==> src/design/qfpl_pkg.sv <==
package qfpl_pkg;

  typedef enum logic [3:0] {
    ST_IDLE,
    ST_DIAG,
    ST_CENTER,
    ST_VEC,
    ST_DOT,
    ST_DET,
    ST_TEST,
    ST_DIV,
    ST_DIVWAIT,
    ST_DONE
  } state_t;

  typedef struct packed {
    logic       load;
    logic       diag_step;
    logic       center;
    logic       vec;
    logic       dot;
    logic       det;
    logic       div_start;
    logic       set_fallback;
    logic       set_result;
    logic       next_sector;
  } cmd_t;

  typedef struct packed {
    logic dot_fail;
    logic det_zero;
    logic ratio_fail;
    logic div_busy;
    logic diag_last;
    logic sector_last;
  } status_t;

  localparam int OUT_W = 11;
  localparam int SECTOR_W = 3;
  localparam logic [SECTOR_W-1:0] SECTOR_FALLBACK = 3'd4;
  localparam int DOT_MIN = -4;
  localparam int PCT_HALF = 50;
  localparam int OUT_MIN = -1024;
  localparam int OUT_MAX = 1023;

endpackage

==> src/design/qfpl_ctrl.sv <==
module qfpl_ctrl (
  input  logic              clk,
  input  logic              rst,
  input  logic              in_fire,
  input  logic              out_busy,
  input  qfpl_pkg::status_t status,
  output qfpl_pkg::cmd_t    cmd,
  output logic              idle
);

  qfpl_pkg::state_t state, state_next;

  always_ff @(posedge clk) begin
    if (rst) begin
      state <= qfpl_pkg::ST_IDLE;
    end else begin
      state <= state_next;
    end
  end

  always_comb begin
    state_next = state;
    unique case (state)
      qfpl_pkg::ST_IDLE:    if (in_fire) state_next = qfpl_pkg::ST_DIAG;
      qfpl_pkg::ST_DIAG:    if (status.diag_last) state_next = qfpl_pkg::ST_CENTER;
      qfpl_pkg::ST_CENTER:  state_next = qfpl_pkg::ST_VEC;
      qfpl_pkg::ST_VEC:     state_next = qfpl_pkg::ST_DOT;
      qfpl_pkg::ST_DOT:     state_next = qfpl_pkg::ST_DET;
      qfpl_pkg::ST_DET:     state_next = qfpl_pkg::ST_TEST;
      qfpl_pkg::ST_TEST: begin
        if (status.dot_fail || (!status.det_zero && status.ratio_fail)) begin
          state_next = status.sector_last ? qfpl_pkg::ST_DONE : qfpl_pkg::ST_DOT;
        end else if (status.det_zero) begin
          state_next = qfpl_pkg::ST_DONE;
        end else begin
          state_next = qfpl_pkg::ST_DIV;
        end
      end
      qfpl_pkg::ST_DIV:     state_next = qfpl_pkg::ST_DIVWAIT;
      qfpl_pkg::ST_DIVWAIT: if (!status.div_busy) state_next = qfpl_pkg::ST_DONE;
      qfpl_pkg::ST_DONE:    if (!out_busy) state_next = qfpl_pkg::ST_IDLE;
      default:              state_next = qfpl_pkg::ST_IDLE;
    endcase
  end

  always_comb begin
    cmd = '0;
    idle = 1'b0;
    unique case (state)
      qfpl_pkg::ST_IDLE: begin
        idle = 1'b1;
        cmd.load = in_fire;
      end
      qfpl_pkg::ST_DIAG:   cmd.diag_step = 1'b1;
      qfpl_pkg::ST_CENTER: cmd.center = 1'b1;
      qfpl_pkg::ST_VEC:    cmd.vec = 1'b1;
      qfpl_pkg::ST_DOT:    cmd.dot = 1'b1;
      qfpl_pkg::ST_DET:    cmd.det = 1'b1;
      qfpl_pkg::ST_TEST: begin
        if (status.dot_fail || (!status.det_zero && status.ratio_fail)) begin
          cmd.next_sector = 1'b1;
          cmd.set_fallback = status.sector_last;
        end else if (status.det_zero) begin
          cmd.set_fallback = 1'b1;
        end
      end
      qfpl_pkg::ST_DIV:     cmd.div_start = 1'b1;
      qfpl_pkg::ST_DIVWAIT: cmd.set_result = !status.div_busy;
      qfpl_pkg::ST_DONE:    ;
      default:              ;
    endcase
  end

endmodule

==> config.mk <==
export PLATFORM = sky130hd
export DESIGN_NAME = qfpl_ctrl
export DESIGN_NICKNAME = d
export VERILOG_FILES = /design/src/design/qfpl_pkg.sv /design/src/design/qfpl_ctrl.sv
export SDC_FILE = /design/constraint.sdc
export NUM_CORES = 1
export LEC_CHECK = 0
export ABC_AREA = 1
export BUFFER_PORTS_ARGS = -buffer_cell sky130_fd_sc_hd__buf_4
export CORE_AREA = 10 10 47 49
export DETAILED_ROUTE_END_ITERATION = 12
export DIE_AREA = 0 0 57 59
export PLACE_DENSITY = 0.66
export SYNTH_ARGS = -nofsm -noshare
export SYNTH_HDL_FRONTEND = slang
export SYNTH_SLANG_ARGS = --single-unit
==> constraint.sdc <==
create_clock -name clk -period 1.3 [get_ports clk]
set_clock_uncertainty 0.15 [all_clocks]
set_input_delay 0.26 -clock clk [delete_from_list [all_inputs] [get_ports clk]]
set_output_delay 0.26 -clock clk [all_outputs]
set_load 0.02 [all_outputs]
==> out/results.txt <==
Multi-input logic area = 378 µm²
Fill count = 120
Design Area, Final = 962 µm²
First-pass GRT wire length = 2370 µm
Total power = 1010 µW
Top flop regs = state x4
Synth Area in XOR/XNOR = 0
H-tree Lvls = 1
Post-synthesis adder-cell area fraction = 0
Largest family of logic cells by synthesized area = simple AND/OR/NAND/NOR gates
Reg2Reg Depth = 10
Met2 Usage GRT = 0.167
Final WS setup = -0.268 ns
Critical path class = flip-flop to output pin
Antenna-violating nets left = 0
Clock root buffer = clkbuf_4
Hold WC Path Type = input port to flip-flop
Max frequency = 0.638 GHz
DP HPWL = 1140 µm
Clock latency at the later pin of the worst-skew pair = 0.24 ns
Failing checks = setup timing
GRT Max-Usage Layer = met2
Hold Path Stages = 2
Place WS = -0.0690 ns
Cell taking the most area after synthesis = dfxtp_1
Critical Path RT = 0.89 ns
Largest net degree at the start of global routing = 6
Synth Net Count = 80
Compound-Gate Fraction of Synth Area = 0.103
Num CTS Buffers = 3
Final Net Count = 126
P_leak = 0.000468 µW
DR vias = 595
RSZ-0062 raised after global routing = yes
Port Buffers = 20
Tcrit/Tclk final = 1.21
Cell row count = 14
Clock sink total = 4
Slew HR = 0.861
Cells after synthesis = 70
Total gr overflow = 0
Register area share after synthesis = 0.206
Critical path capture point type = output pin
Area post-placement = 704 µm²
Area Overhead vs Synth = 148%
Clk pin slew, worst setup/hold paths = 0.04 ns
Share of cells above drive strength 1 = 0.728
Die area = 3360 µm²
Drt pass-1 iters = 4
Initial Util = 0.277
Final Hold Vio Count = 0
GPL Wtd Cong = 0.789
CP Max Fanout = 3
Mapped Area = 388 µm²
Drt drc = 0
CTS Hold Buffers Added = 0
Avg WL per Cell = 12.0 µm
Tmin final = 1.57 ns
Maximum vdd drop = 0.811 mV
GRT Total Usage = 0.0845
Top cell type's share of synthesized area = 0.206
Initial DRC Count = 6
Antenna violations before repair = 0
Final count of negative-setup-slack endpoints = 14
Core area = 1400 µm²
Fin Hold WS = 0.0407 ns
DR vias/cell = 4.58
Max-cap violations = 0
Max FFs per register = 4
Synth cell types = 15
Reg2reg setup slack = -0.21 ns
Post-layout util = 0.687
Antenna Cells = 0
M1 GR Usage = 0.0765
Post-synthesis mux area share = 0
Yosys reg bits = 4
Syn Area/Cell = 5.54 µm²
Cell area power density = 1050 nW/µm²
Vias in the first global route = 603
Critical path data arrival time = 1.16 ns
Top reg by flops = state
Io pins = 21
Die height = 59 µm
DRT Wirelength = 1570 µm
Synth area leaders = dfxtp_1, inv_1, nand2_1, nor2_1, nand3_1
Run status = complete, but fails checks
Crit start category = flip-flop
FF+latch area = 95.1 µm²
Clock Path Buffers = 2
Worst Tran Pin Value = 0.207 ns
GR Layer Usage met3 = 0.0494
Width of the die = 57 µm
CTS tree = yes
Post-Synth Simple-Gate Area = 0.526
Max Slew Vio Count = 0
Ys Warns = 0
-- cells in the mapped netlist --
cell	n
nor2_1	9
a21oi_1	4
nand2_1	15
nor3_1	2
o21ai_0	3
nand3_2	2
o21ai_1	1
inv_1	17
nand3_1	6
dfxtp_1	4
and2_1	1
nor2_4	1
nor4_1	1
nand2_4	1
nor2_2	3
-- what timing repair did --
item,in CTS,in global routing
gates resized for setup,22,29
pin swaps,3,8
endpoints found under the setup margin,14,14
setup buffers,5,4
-- power breakdown --
group          internal [µW]  switching [µW]  total (µW)
sequential               146            41.2         188
clock                    104            54.9         158
combinational            321             339         660
-- worst paths after layout --
| kind | start | endpoint |
|---|---|---|
| worst max-delay path | state[3] | cmd[1] |
| worst min-delay path | rst | state[3] |
| worst max register to register | state[3] | state[3] |
| worst min register to register | state[2] | state[0] |
-- metal layers --
| metal | vias up | wire length (µm) |
|---|---|---|
| li1 | 302 | - |
| met1 | 277 | 562 |
| met2 | 16 | 887 |
| met3 | 0 | 115 |
| met4 | 0 | 0 |
| met5 | - | 0 |
-- layout by cell type (no fill, tap or decap), drive strengths merged --
cell type,synthesis,routed
clkbuf,0,3
nor4,1,1
buf,0,41
nor3,2,2
a21oi,4,4
nor2,13,13
o21ai,4,4
and2,1,1
nand2,16,16
dfxtp,4,4
inv,17,17
nand3,8,8
-- critical path, stage by stage, from the launching register on --
cell	delay [ns]
dfxtp_4	0.37
inv_4	0.05
buf_12	0.12
nor4_4	0.19
buf_4	0.18
-- area by class of cell --
cell class	count	area share
clock buffer	3	0.0234
inverter	17	0.0767
multi-input combinational	49	0.393
sequential	4	0.0988
tap	16	0.0208
timing repair buffer	41	0.388
-- cell families after synthesis --
kind of cell | count (synthesis)
buf+inv | 17
simple gates | 41
flops | 4
compound gates | 8
-- stage by stage --
step | instances | TNS (ns)
after floorplan | 70 | -0.0237
after global placement | 119 | -0.249
after detailed placement | 119 | -0.337
final | 130 | -2.79
after global routing | 130 | -3.47
after CTS | 127 | -2.50
No activity file was read; power rests on OpenSTA's default activity.
